[src/hdl/tird_pkg.sv]
// shared types, codes and constants of the tape image record deframer
`default_nettype none
package tird_pkg;

    localparam int BYTE_W   = 8;
    localparam int LEN_W    = 24;
    localparam int HDR_W    = 32;
    localparam int KIND_W   = 2;
    localparam int CAUSE_W  = 2;
    localparam int CFG_IDX_W = 2;
    localparam int CFG_DATA_W = 24;

    // result queue between front and back
    localparam int QDEPTH = 4;
    localparam int QPTR_W = $clog2(QDEPTH);
    localparam int QCNT_W = $clog2(QDEPTH + 1);

    // result kinds
    localparam logic [KIND_W-1:0] KIND_DATA = 2'd0;
    localparam logic [KIND_W-1:0] KIND_END  = 2'd1;
    localparam logic [KIND_W-1:0] KIND_MARK = 2'd2;
    localparam logic [KIND_W-1:0] KIND_ERR  = 2'd3;

    // error causes
    localparam logic [CAUSE_W-1:0] CAUSE_NONE     = 2'd0;
    localparam logic [CAUSE_W-1:0] CAUSE_TOO_LONG = 2'd1;
    localparam logic [CAUSE_W-1:0] CAUSE_BAD_FLAG = 2'd2;
    localparam logic [CAUSE_W-1:0] CAUSE_TRAILER  = 2'd3;

    // configuration register indexes
    localparam logic [CFG_IDX_W-1:0] REG_MAX_LEN   = 2'd0;
    localparam logic [CFG_IDX_W-1:0] REG_META_FLAG = 2'd1;
    localparam logic [CFG_IDX_W-1:0] REG_EOM_LEN   = 2'd2;

    localparam logic [LEN_W-1:0]  MAX_LEN_RST   = 24'hFFFFFF;
    localparam logic [BYTE_W-1:0] META_FLAG_RST = 8'hFF;
    localparam logic [LEN_W-1:0]  EOM_LEN_RST   = 24'hFFFFFF;

    typedef struct packed {
        logic [LEN_W-1:0]  max_len;
        logic [BYTE_W-1:0] meta_flag;
        logic [LEN_W-1:0]  eom_len;
    } cfg_t;

    typedef struct packed {
        logic [KIND_W-1:0]  kind;
        logic [BYTE_W-1:0]  data;
        logic [LEN_W-1:0]   length;
        logic [CAUSE_W-1:0] cause;
    } result_t;

    typedef struct packed {
        logic not_empty;
        logic full;
    } q_status_t;

endpackage
`default_nettype wire

[src/hdl/tird_if.sv]
// byte and result channel interfaces of the deframer
`default_nettype none
interface tird_byte_if;
    logic                       valid;
    logic                       ready;
    logic [tird_pkg::BYTE_W-1:0] tape_byte;

    modport source (output valid, output tape_byte, input ready);
    modport sink   (input valid, input tape_byte, output ready);
endinterface

interface tird_result_if;
    logic                          valid;
    logic                          ready;
    logic [tird_pkg::KIND_W-1:0]   result_kind;
    logic [tird_pkg::BYTE_W-1:0]   data_byte;
    logic [tird_pkg::LEN_W-1:0]    record_length;
    logic [tird_pkg::CAUSE_W-1:0]  error_cause;

    modport source (output valid, output result_kind, output data_byte,
                    output record_length, output error_cause, input ready);
    modport sink   (input valid, input result_kind, input data_byte,
                    input record_length, input error_cause, output ready);
endinterface
`default_nettype wire

[src/hdl/tird_front.sv]
// front: accepts tape bytes, tracks header, data and trailer, emits results
`default_nettype none
module tird_front (
    input  wire logic              clk,
    input  wire logic              rst_n,
    input  wire tird_pkg::cfg_t    cfg,
    input  wire logic              q_full,
    tird_byte_if.sink              tape,
    output logic                   push,
    output tird_pkg::result_t      res
);
    import tird_pkg::*;

    localparam logic [1:0] PH_HEADER  = 2'd0;
    localparam logic [1:0] PH_DATA    = 2'd1;
    localparam logic [1:0] PH_TRAILER = 2'd2;

    localparam logic [2:0] TCNT_LAST  = 3'd3;
    localparam logic [2:0] TCNT_EXTRA = 3'd4;

    logic [1:0]       phase_reg, phase_next;
    logic [LEN_W-1:0] cnt_reg, cnt_next;
    logic [HDR_W-1:0] hdr_reg, hdr_next;
    logic [HDR_W-1:0] win_reg, win_next;
    logic [2:0]       tcnt_reg, tcnt_next;

    logic             accept;
    logic [BYTE_W-1:0] b;
    logic [LEN_W-1:0] hdr_len;
    logic [LEN_W-1:0] cnt_inc;
    logic [HDR_W-1:0] full_hdr;
    logic [LEN_W-1:0] full_len;
    logic [BYTE_W-1:0] full_flag;
    logic [HDR_W-1:0] cand;
    logic [HDR_W-1:0] shifted;

    assign tape.ready = !q_full;
    assign accept     = tape.valid && tape.ready;
    assign b          = tape.tape_byte;
    assign hdr_len    = hdr_reg[LEN_W-1:0];
    assign cnt_inc    = cnt_reg + 1'b1;
    assign full_hdr   = {b, hdr_reg[LEN_W-1:0]};
    assign full_len   = full_hdr[LEN_W-1:0];
    assign full_flag  = full_hdr[HDR_W-1:LEN_W];
    assign cand       = {b, win_reg[LEN_W-1:0]};
    assign shifted    = {b, win_reg[HDR_W-1:BYTE_W]};

    always_comb
    begin
        phase_next = phase_reg;
        cnt_next   = cnt_reg;
        hdr_next   = hdr_reg;
        win_next   = win_reg;
        tcnt_next  = tcnt_reg;
        push       = 1'b0;
        res        = '0;
        if (accept)
        begin
            unique case (phase_reg)
                PH_DATA:
                begin
                    cnt_next = cnt_inc;
                    if (cnt_inc >= hdr_len)
                    begin
                        phase_next = PH_TRAILER;
                        tcnt_next  = '0;
                        win_next   = '0;
                    end
                    push     = 1'b1;
                    res.kind = KIND_DATA;
                    res.data = b;
                end
                PH_TRAILER:
                begin
                    if (tcnt_reg == TCNT_EXTRA)
                    begin
                        // odd length: pad byte slipped in, retry one byte later
                        phase_next = PH_HEADER;
                        cnt_next   = '0;
                        tcnt_next  = '0;
                        win_next   = '0;
                        push       = 1'b1;
                        if (shifted == hdr_reg)
                        begin
                            res.kind   = KIND_END;
                            res.length = hdr_len;
                        end
                        else
                        begin
                            res.kind  = KIND_ERR;
                            res.cause = CAUSE_TRAILER;
                        end
                    end
                    else if (tcnt_reg == TCNT_LAST)
                    begin
                        if (cand == hdr_reg)
                        begin
                            phase_next = PH_HEADER;
                            cnt_next   = '0;
                            tcnt_next  = '0;
                            win_next   = '0;
                            push       = 1'b1;
                            res.kind   = KIND_END;
                            res.length = hdr_len;
                        end
                        else if (hdr_reg[0])
                        begin
                            tcnt_next = TCNT_EXTRA;
                            win_next  = cand;
                        end
                        else
                        begin
                            phase_next = PH_HEADER;
                            cnt_next   = '0;
                            tcnt_next  = '0;
                            win_next   = '0;
                            push       = 1'b1;
                            res.kind   = KIND_ERR;
                            res.cause  = CAUSE_TRAILER;
                        end
                    end
                    else
                    begin
                        win_next[tcnt_reg[1:0]*BYTE_W +: BYTE_W] = b;
                        tcnt_next = tcnt_reg + 1'b1;
                    end
                end
                default:
                begin
                    phase_next = PH_HEADER;
                    if (cnt_reg[1:0] == 2'd0)
                        hdr_next = {{(HDR_W-BYTE_W){1'b0}}, b};
                    else
                        hdr_next[cnt_reg[1:0]*BYTE_W +: BYTE_W] = b;
                    cnt_next = cnt_inc;
                    if (cnt_reg[1:0] == 2'd3)
                    begin
                        cnt_next  = '0;
                        tcnt_next = '0;
                        win_next  = '0;
                        if (full_len == '0 && full_flag == '0)
                        begin
                            push     = 1'b1;
                            res.kind = KIND_MARK;
                        end
                        else if (full_flag == cfg.meta_flag && full_len == cfg.eom_len)
                        begin
                            push     = 1'b1;
                            res.kind = KIND_MARK;
                        end
                        else if (full_len > cfg.max_len)
                        begin
                            push      = 1'b1;
                            res.kind  = KIND_ERR;
                            res.cause = CAUSE_TOO_LONG;
                        end
                        else if (full_flag != '0)
                        begin
                            push      = 1'b1;
                            res.kind  = KIND_ERR;
                            res.cause = CAUSE_BAD_FLAG;
                        end
                        else
                        begin
                            phase_next = PH_DATA;
                        end
                    end
                end
            endcase
        end
    end

    always_ff @(posedge clk or negedge rst_n)
    begin
        if (!rst_n)
        begin
            phase_reg <= PH_HEADER;
            cnt_reg   <= '0;
            hdr_reg   <= '0;
            win_reg   <= '0;
            tcnt_reg  <= '0;
        end
        else
        begin
            phase_reg <= phase_next;
            cnt_reg   <= cnt_next;
            hdr_reg   <= hdr_next;
            win_reg   <= win_next;
            tcnt_reg  <= tcnt_next;
        end
    end

endmodule
`default_nettype wire

[src/hdl/tird_queue.sv]
// short result queue between front and back
`default_nettype none
module tird_queue (
    input  wire logic                clk,
    input  wire logic                rst_n,
    input  wire logic                push,
    input  wire tird_pkg::result_t   push_data,
    input  wire logic                pop,
    output tird_pkg::result_t        head,
    output tird_pkg::q_status_t      status
);
    import tird_pkg::*;

    result_t           mem_reg [QDEPTH];
    logic [QPTR_W-1:0] wr_ptr_reg, rd_ptr_reg;
    logic [QCNT_W-1:0] count_reg, count_next;

    assign head             = mem_reg[rd_ptr_reg];
    assign status.not_empty = (count_reg != '0);
    assign status.full      = (count_reg == QCNT_W'(QDEPTH));

    always_comb
    begin
        count_next = count_reg;
        if (push && !pop)
            count_next = count_reg + 1'b1;
        else if (pop && !push)
            count_next = count_reg - 1'b1;
    end

    always_ff @(posedge clk)
    begin
        if (push)
            mem_reg[wr_ptr_reg] <= push_data;
    end

    always_ff @(posedge clk or negedge rst_n)
    begin
        if (!rst_n)
        begin
            wr_ptr_reg <= '0;
            rd_ptr_reg <= '0;
            count_reg  <= '0;
        end
        else
        begin
            if (push)
                wr_ptr_reg <= wr_ptr_reg + 1'b1;
            if (pop)
                rd_ptr_reg <= rd_ptr_reg + 1'b1;
            count_reg <= count_next;
        end
    end

endmodule
`default_nettype wire

[src/hdl/tird_back.sv]
// back: moves queued results into the output register
`default_nettype none
module tird_back (
    input  wire logic                clk,
    input  wire logic                rst_n,
    input  wire tird_pkg::result_t   head,
    input  wire tird_pkg::q_status_t status,
    output logic                     pop,
    tird_result_if.source            result
);
    import tird_pkg::*;

    logic    out_valid_reg;
    result_t out_data_reg;

    assign pop = status.not_empty && (!out_valid_reg || result.ready);

    assign result.valid         = out_valid_reg;
    assign result.result_kind   = out_data_reg.kind;
    assign result.data_byte     = out_data_reg.data;
    assign result.record_length = out_data_reg.length;
    assign result.error_cause   = out_data_reg.cause;

    always_ff @(posedge clk)
    begin
        if (pop)
            out_data_reg <= head;
    end

    always_ff @(posedge clk or negedge rst_n)
    begin
        if (!rst_n)
            out_valid_reg <= 1'b0;
        else if (pop)
            out_valid_reg <= 1'b1;
        else if (result.ready)
            out_valid_reg <= 1'b0;
    end

endmodule
`default_nettype wire

[src/hdl/tape_image_record_deframer.sv]
// top level: tape image record deframer with front, result queue and back
// a result passes a queue entry, then the back's output register; throughput: one
// tape byte per cycle unless stalled, set by the front's per-byte compare and count
// the four-entry result queue lets the front run on while the output stalls
// reset: asynchronous active low, clears control state and loads register defaults
// no clearing pass: the block takes bytes as soon as reset is released
`default_nettype none
module tape_image_record_deframer (
    input  wire logic                          clk,
    input  wire logic                          rst_n,
    input  wire logic                          cfg_we,
    input  wire logic [tird_pkg::CFG_IDX_W-1:0] cfg_index,
    input  wire logic [tird_pkg::CFG_DATA_W-1:0] cfg_data,
    tird_byte_if.sink                          tape,
    tird_result_if.source                      result
);
    import tird_pkg::*;

    // configuration registers, written only while idle by the user; not enforced here
    cfg_t      cfg_reg;

    // front to queue
    logic      q_push;
    result_t   q_push_data;

    // queue to back
    logic      q_pop;
    result_t   q_head;
    q_status_t q_status;

    always_ff @(posedge clk or negedge rst_n)
    begin
        if (!rst_n)
        begin
            cfg_reg.max_len   <= MAX_LEN_RST;
            cfg_reg.meta_flag <= META_FLAG_RST;
            cfg_reg.eom_len   <= EOM_LEN_RST;
        end
        else if (cfg_we)
        begin
            // writes beyond the register list fall through and are dropped
            case (cfg_index)
                REG_MAX_LEN:   cfg_reg.max_len   <= cfg_data[LEN_W-1:0];
                REG_META_FLAG: cfg_reg.meta_flag <= cfg_data[BYTE_W-1:0];
                REG_EOM_LEN:   cfg_reg.eom_len   <= cfg_data[LEN_W-1:0];
                default:       ;
            endcase
        end
    end

    // front: header collection, data pass-through, trailer check
    tird_front u_front (
        .clk    (clk),
        .rst_n  (rst_n),
        .cfg    (cfg_reg),
        .q_full (q_status.full),
        .tape   (tape),
        .push   (q_push),
        .res    (q_push_data)
    );

    // short queue so front and back stall independently
    tird_queue u_queue (
        .clk       (clk),
        .rst_n     (rst_n),
        .push      (q_push),
        .push_data (q_push_data),
        .pop       (q_pop),
        .head      (q_head),
        .status    (q_status)
    );

    // back: output register toward the result channel
    tird_back u_back (
        .clk    (clk),
        .rst_n  (rst_n),
        .head   (q_head),
        .status (q_status),
        .pop    (q_pop),
        .result (result)
    );

    // input beat is taken whenever the queue has room
    a_ready_follows_queue: assert property (@(posedge clk) disable iff (!rst_n)
        tape.ready == !q_status.full)
        else $error("tape ready does not follow queue space");

    // the front never pushes into a full queue
    a_no_push_when_full: assert property (@(posedge clk) disable iff (!rst_n)
        q_push |-> !q_status.full)
        else $error("result pushed into full queue");

    // a data beat carries no length and no cause
    a_data_fields_clean: assert property (@(posedge clk) disable iff (!rst_n)
        (result.valid && result.result_kind == KIND_DATA) |->
        (result.record_length == '0 && result.error_cause == CAUSE_NONE))
        else $error("data beat with stray length or cause");

    // an error beat always names a cause, and only an error beat does
    a_cause_matches_kind: assert property (@(posedge clk) disable iff (!rst_n)
        result.valid |->
        ((result.result_kind == KIND_ERR) == (result.error_cause != CAUSE_NONE)))
        else $error("error cause inconsistent with result kind");

endmodule
`default_nettype wire

[src/flat_wrapper.sv]
// flat-port wrapper written by rule: the top's interface ports become plain ports
module tape_image_record_deframer_flat import tird_pkg::*;
  (clk, rst_n, cfg_we, cfg_index, cfg_data, tape_valid, tape_tape_byte, tape_ready, result_valid, result_result_kind, result_data_byte, result_record_length, result_error_cause, result_ready);
  tird_byte_if tape_i ();
  tird_result_if result_i ();
  input  wire logic clk;
  input  wire logic rst_n;
  input  wire logic cfg_we;
  input  wire logic [tird_pkg::CFG_IDX_W-1:0] cfg_index;
  input  wire logic [tird_pkg::CFG_DATA_W-1:0] cfg_data;
  input wire logic [$bits(tape_i.valid)-1:0] tape_valid;
  input wire logic [$bits(tape_i.tape_byte)-1:0] tape_tape_byte;
  output wire logic [$bits(tape_i.ready)-1:0] tape_ready;
  output wire logic [$bits(result_i.valid)-1:0] result_valid;
  output wire logic [$bits(result_i.result_kind)-1:0] result_result_kind;
  output wire logic [$bits(result_i.data_byte)-1:0] result_data_byte;
  output wire logic [$bits(result_i.record_length)-1:0] result_record_length;
  output wire logic [$bits(result_i.error_cause)-1:0] result_error_cause;
  input wire logic [$bits(result_i.ready)-1:0] result_ready;
  assign tape_i.valid = tape_valid;
  assign tape_i.tape_byte = tape_tape_byte;
  assign tape_ready = tape_i.ready;
  assign result_valid = result_i.valid;
  assign result_result_kind = result_i.result_kind;
  assign result_data_byte = result_i.data_byte;
  assign result_record_length = result_i.record_length;
  assign result_error_cause = result_i.error_cause;
  assign result_i.ready = result_ready;
  tape_image_record_deframer u_core (.clk(clk), .rst_n(rst_n), .cfg_we(cfg_we), .cfg_index(cfg_index), .cfg_data(cfg_data), .tape(tape_i), .result(result_i));
endmodule
[config.mk]
export PLATFORM = sky130hd
export DESIGN_NAME = tape_image_record_deframer_flat
export DESIGN_NICKNAME = d
export VERILOG_FILES = /design/src/hdl/tird_pkg.sv /design/src/hdl/tird_if.sv /design/src/hdl/tird_front.sv /design/src/hdl/tird_queue.sv /design/src/hdl/tird_back.sv /design/src/hdl/tape_image_record_deframer.sv /design/src/flat_wrapper.sv
export SDC_FILE = /design/constraint.sdc
export NUM_CORES = 1
export LEC_CHECK = 0
export BUFFER_PORTS_ARGS = -buffer_cell sky130_fd_sc_hd__buf_2
export CAP_MARGIN = 20
export CORE_UTILIZATION = 55
export DETAILED_ROUTE_END_ITERATION = 10
export HOLD_SLACK_MARGIN = 0.08
export PLACE_DENSITY = 0.84
export SYNTH_ARGS = -nofsm -noshare
export SYNTH_HDL_FRONTEND = slang
export SYNTH_SLANG_ARGS = --single-unit
[constraint.sdc]
create_clock -name clk -period 5.1 [get_ports clk]
set_clock_uncertainty 0.05 [all_clocks]
set_input_delay 0.51 -clock clk [delete_from_list [all_inputs] [get_ports clk]]
set_output_delay 0.51 -clock clk [all_outputs]
set_load 0.05 [all_outputs]
==> impl_metrics.json <==
{
  "grt_antenna_before_repair": 1,
  "largest_register_ff_count": 144,
  "root_buffer": "clkbuf_16",
  "r2r_slack_ns": 0.81,
  "yosys_warnings": 0,
  "timing.setup.tns_ns": 0,
  "setup_viol": 0,
  "worst_slew_pin_slew_ns": 1.03,
  "internal_power_uw": 6100,
  "vias_per_cell": 6.02,
  "synthTopCellsByCount": "edfxtp_1 (180), nand2_1 (152), inv_1 (103), dfrtp_1 (101), o21ai_0 (83)",
  "cts_tree": "built",
  "vias": 10800,
  "critical_path_class": "reg -> reg",
  "p_leak_uw": 0.00733,
  "hold_viol": 0,
  "ioPinCount": 77,
  "p_seq_frac": 0.416,
  "synth_edf_count": 180,
  "insertion_delay_ns": 0.53,
  "synth-seq-cells": 337,
  "pwr-share-clk": 0.272,
  "worstPathRequired_ns": 5.49,
  "synth_most_common_cell": "edfxtp_1",
  "final_cells": 1790,
  "clock_path_buffers": 3,
  "status": "completed",
  "syn-instance-count": 1313,
  "period_needed_ns": 4.29,
  "hpwl_mm": 26.3,
  "fin_crit_sh": 0.841,
  "cp_slowest_cell": "nor3_2",
  "grt_max_degree": 115,
  "ys_top_cells_by_area": "edfxtp_1 (33%), dfrtp_1 (16%), dfstp_2 (9.0%), ha_1 (5.2%), mux4_2 (5.0%)",
  "crit_chain": "ha_1 > nand4_1 > nor3_1 > nand3_1 > or2_2 > nand2_1 > ha_1 > nand4_1 > nor2_1 > o2111ai_1 > o221ai_1 > a21oi_2 > nor3_2 > mux2i_1",
  "start_util": 0.564,
  "start_kind": "flop",
  "holdCritStartpoint": "result_ready",
  "synth_top_area_cell": "edfxtp_1",
  "gp_congestion": 0.922,
  "grt_first_pass_wirelength_mm": 62.3,
  "ys.flop_type": "edfxtp_1",
  "hp-class": "in -> reg",
  "rsz0062_at_grt": "no",
  "async_flop_share": 0.466,
  "numCtsBuffers": 36,
  "drt_iter0_drc": 1031,
  "power_switching_uw": 3420,
  "first_pass_iters": 5,
  "drtAntennaViolNets": 0,
  "hold_depth": 2,
  "yosysTopAreaCellShare": 0.332,
  "synth_cell_types": 66,
  "cp_max_fo": 10,
  "nets": 1484,
  "p_per_area_nw_per_um2": 521,
  "yosysSeqAreaShare": 0.578,
  "die-width_um": 174,
  "comb_power_share": 0.312,
  "crit_path_end_kind": "flop",
  "r2r_start": "u_core.u_front.cnt_reg[0]$_DFFE_PN0P_",
  "critical_path_arrival_ns": 4.68,
  "cts.htree.levels": 2,
  "slew_headroom": 0.310,
  "coreArea_um2": 28900,
  "postCtsSetupBuffers": 0,
  "routed_wl_mm": 39.8,
  "drv_slew": 0,
  "reg2reg_depth": 14,
  "synth_fp_nets": 1420,
  "p_sw_frac": 0.359,
  "max_freq_ghz": 0.233,
  "overflow": 0,
  "num_rows": 62,
  "drive_gt1_frac": 0.214,
  "clkTransAtPathRegs_ns": 0.06,
  "dpl.cell_count": 1719,
  "area_growth_pct": 12.3,
  "die_area_um2": 30300,
  "syn_area_um2": 16300,
  "r2r-end": "u_core.u_front.win_reg[29]$_DFFE_PN0P_",
  "cap_viol_max_count": 0,
  "ir_worst_vdd_mv": 0.323,
  "avgSynthCellArea_um2": 12.4,
  "n_fill_cell": 2111,
  "cts_num_sinks": 337,
  "max_stage_delay_ns": 0.77,
  "wire_per_inst_um": 22.2,
  "min_to": "u_core.u_back.result.valid$_DFFE_PN0P_",
  "grt_pass1_vias": 10800,
  "port_buffers": 76,
  "grt_usage": 0.270,
  "die_h_um": 174,
  "route.detailed.drc": 0
}
## kinds of logic (layout without fill, tap and decap cells)
| kind of cell | count (synthesis) | after routing | synth area share |
|---|---|---|---|
| buffers and inverters | 177 | 269 | 0.0422 |
| and+or+nand+nor | 348 | 348 | 0.106 |
| AOI/OAI and AO/OA | 165 | 165 | 0.0642 |
| adders and majority gates | 68 | 68 | 0.0528 |
| muxes | 107 | 107 | 0.0966 |
| other | 0 | 1 | 0 |
| xor gates and xnor gates | 111 | 111 | 0.0598 |
| DFF | 337 | 337 | 0.578 |
## what timing repair did
action                     CTS  global route
hold buffers                 0             1
setup endpoints to repair    0             0
hold endpoints to repair     0            11
gates resized for setup      0             0
## power groups by stage
stage          clock network, uW  logic (uW)  registers, uW
6_report                    2590        2970           3960
5_1_grt                     2720        3200           4010
4_1_cts                     2620        2950           3950
3_5_place_dp                   0        2900           3990
3_3_place_gp                   0        2810           3960
2_1_floorplan                  0        1850           4230
## cells in the final DEF, fill, tap and decap left out, types with 38 or more instances in the layout
| cell type | synthesis | final |
|---|---|---|
| buf_2 | 10 | 76 |
| clkbuf_16 | 0 | 38 |
| dfrtp_1 | 101 | 100 |
| dfstp_2 | 56 | 56 |
| edfxtp_1 | 180 | 180 |
| ha_1 | 67 | 67 |
| inv_1 | 103 | 103 |
| nand2_1 | 152 | 152 |
| o21ai_0 | 83 | 83 |
| xnor2_1 | 50 | 50 |
| xor2_1 | 61 | 61 |
## through the flow
step	total power, uW	hold WS, ns	util	setup slack, ns	area [um^2]
2_1_floorplan	6080	0.164	-	1.25	16300
3_3_place_gp	6770	0.428	0.590	1.03	17000
3_5_place_dp	6890	0.435	0.590	0.890	17000
4_1_cts	9520	0.131	0.631	0.849	18200
5_1_grt	9930	0.159	0.633	0.461	18300
6_report	9520	0.131	0.633	0.809	18300
## layout make-up
class / count / area, um^2 / area share
tap: 384 / 480 / 0.0263
multi-input combinational: 799 / 6190 / 0.339
clock buffer: 48 / 1020 / 0.0558
antenna: 1 / 2.50 / 0.000137
sequential: 337 / 9410 / 0.515
inverter: 103 / 387 / 0.0212
timing repair buffer: 100 / 612 / 0.0335
clock inverter: 18 / 163 / 0.00891
## metal layers
layer	track usage	wire, um	vias up
met5	0	0	-
met4	0.120	1620	0
met3	0.0431	3200	98
met2	0.443	19200	516
met1	0.357	15800	5373
li1	-	-	4792
## worst max path at each step
stage                                           startpoint                                       to  slack (ns)  cells past startpoint
global placement     u_core.u_front.cnt_reg[0]$_DFFE_PN0P_   u_core.u_front.tcnt_reg[0]$_DFFE_PN0P_        1.03                     13
finish               u_core.u_front.cnt_reg[0]$_DFFE_PN0P_   u_core.u_front.win_reg[29]$_DFFE_PN0P_        0.81                     14
detailed placement   u_core.u_front.cnt_reg[0]$_DFFE_PN0P_   u_core.u_front.win_reg[30]$_DFFE_PN0P_        0.89                     14
global route         u_core.u_front.cnt_reg[0]$_DFFE_PN0P_   u_core.u_front.win_reg[29]$_DFFE_PN0P_        0.46                     15
CTS                  u_core.u_front.cnt_reg[0]$_DFFE_PN0P_   u_core.u_front.win_reg[29]$_DFFE_PN0P_        0.85                     14
floorplan           u_core.u_back.result.valid$_DFFE_PN0P_  u_core.u_queue.count_reg[1]$_DFFE_PN0P_        1.25                      6
## worst max-delay path, delay by kind of cell, from the launching register on
family          cells  cell delay [ns]
compound gates      3             0.59
flops               1             0.53
mux                 1             0.29
fa+ha+maj           2             0.48
simple gates        8             2.28
(Power assumes the default switching activity.)
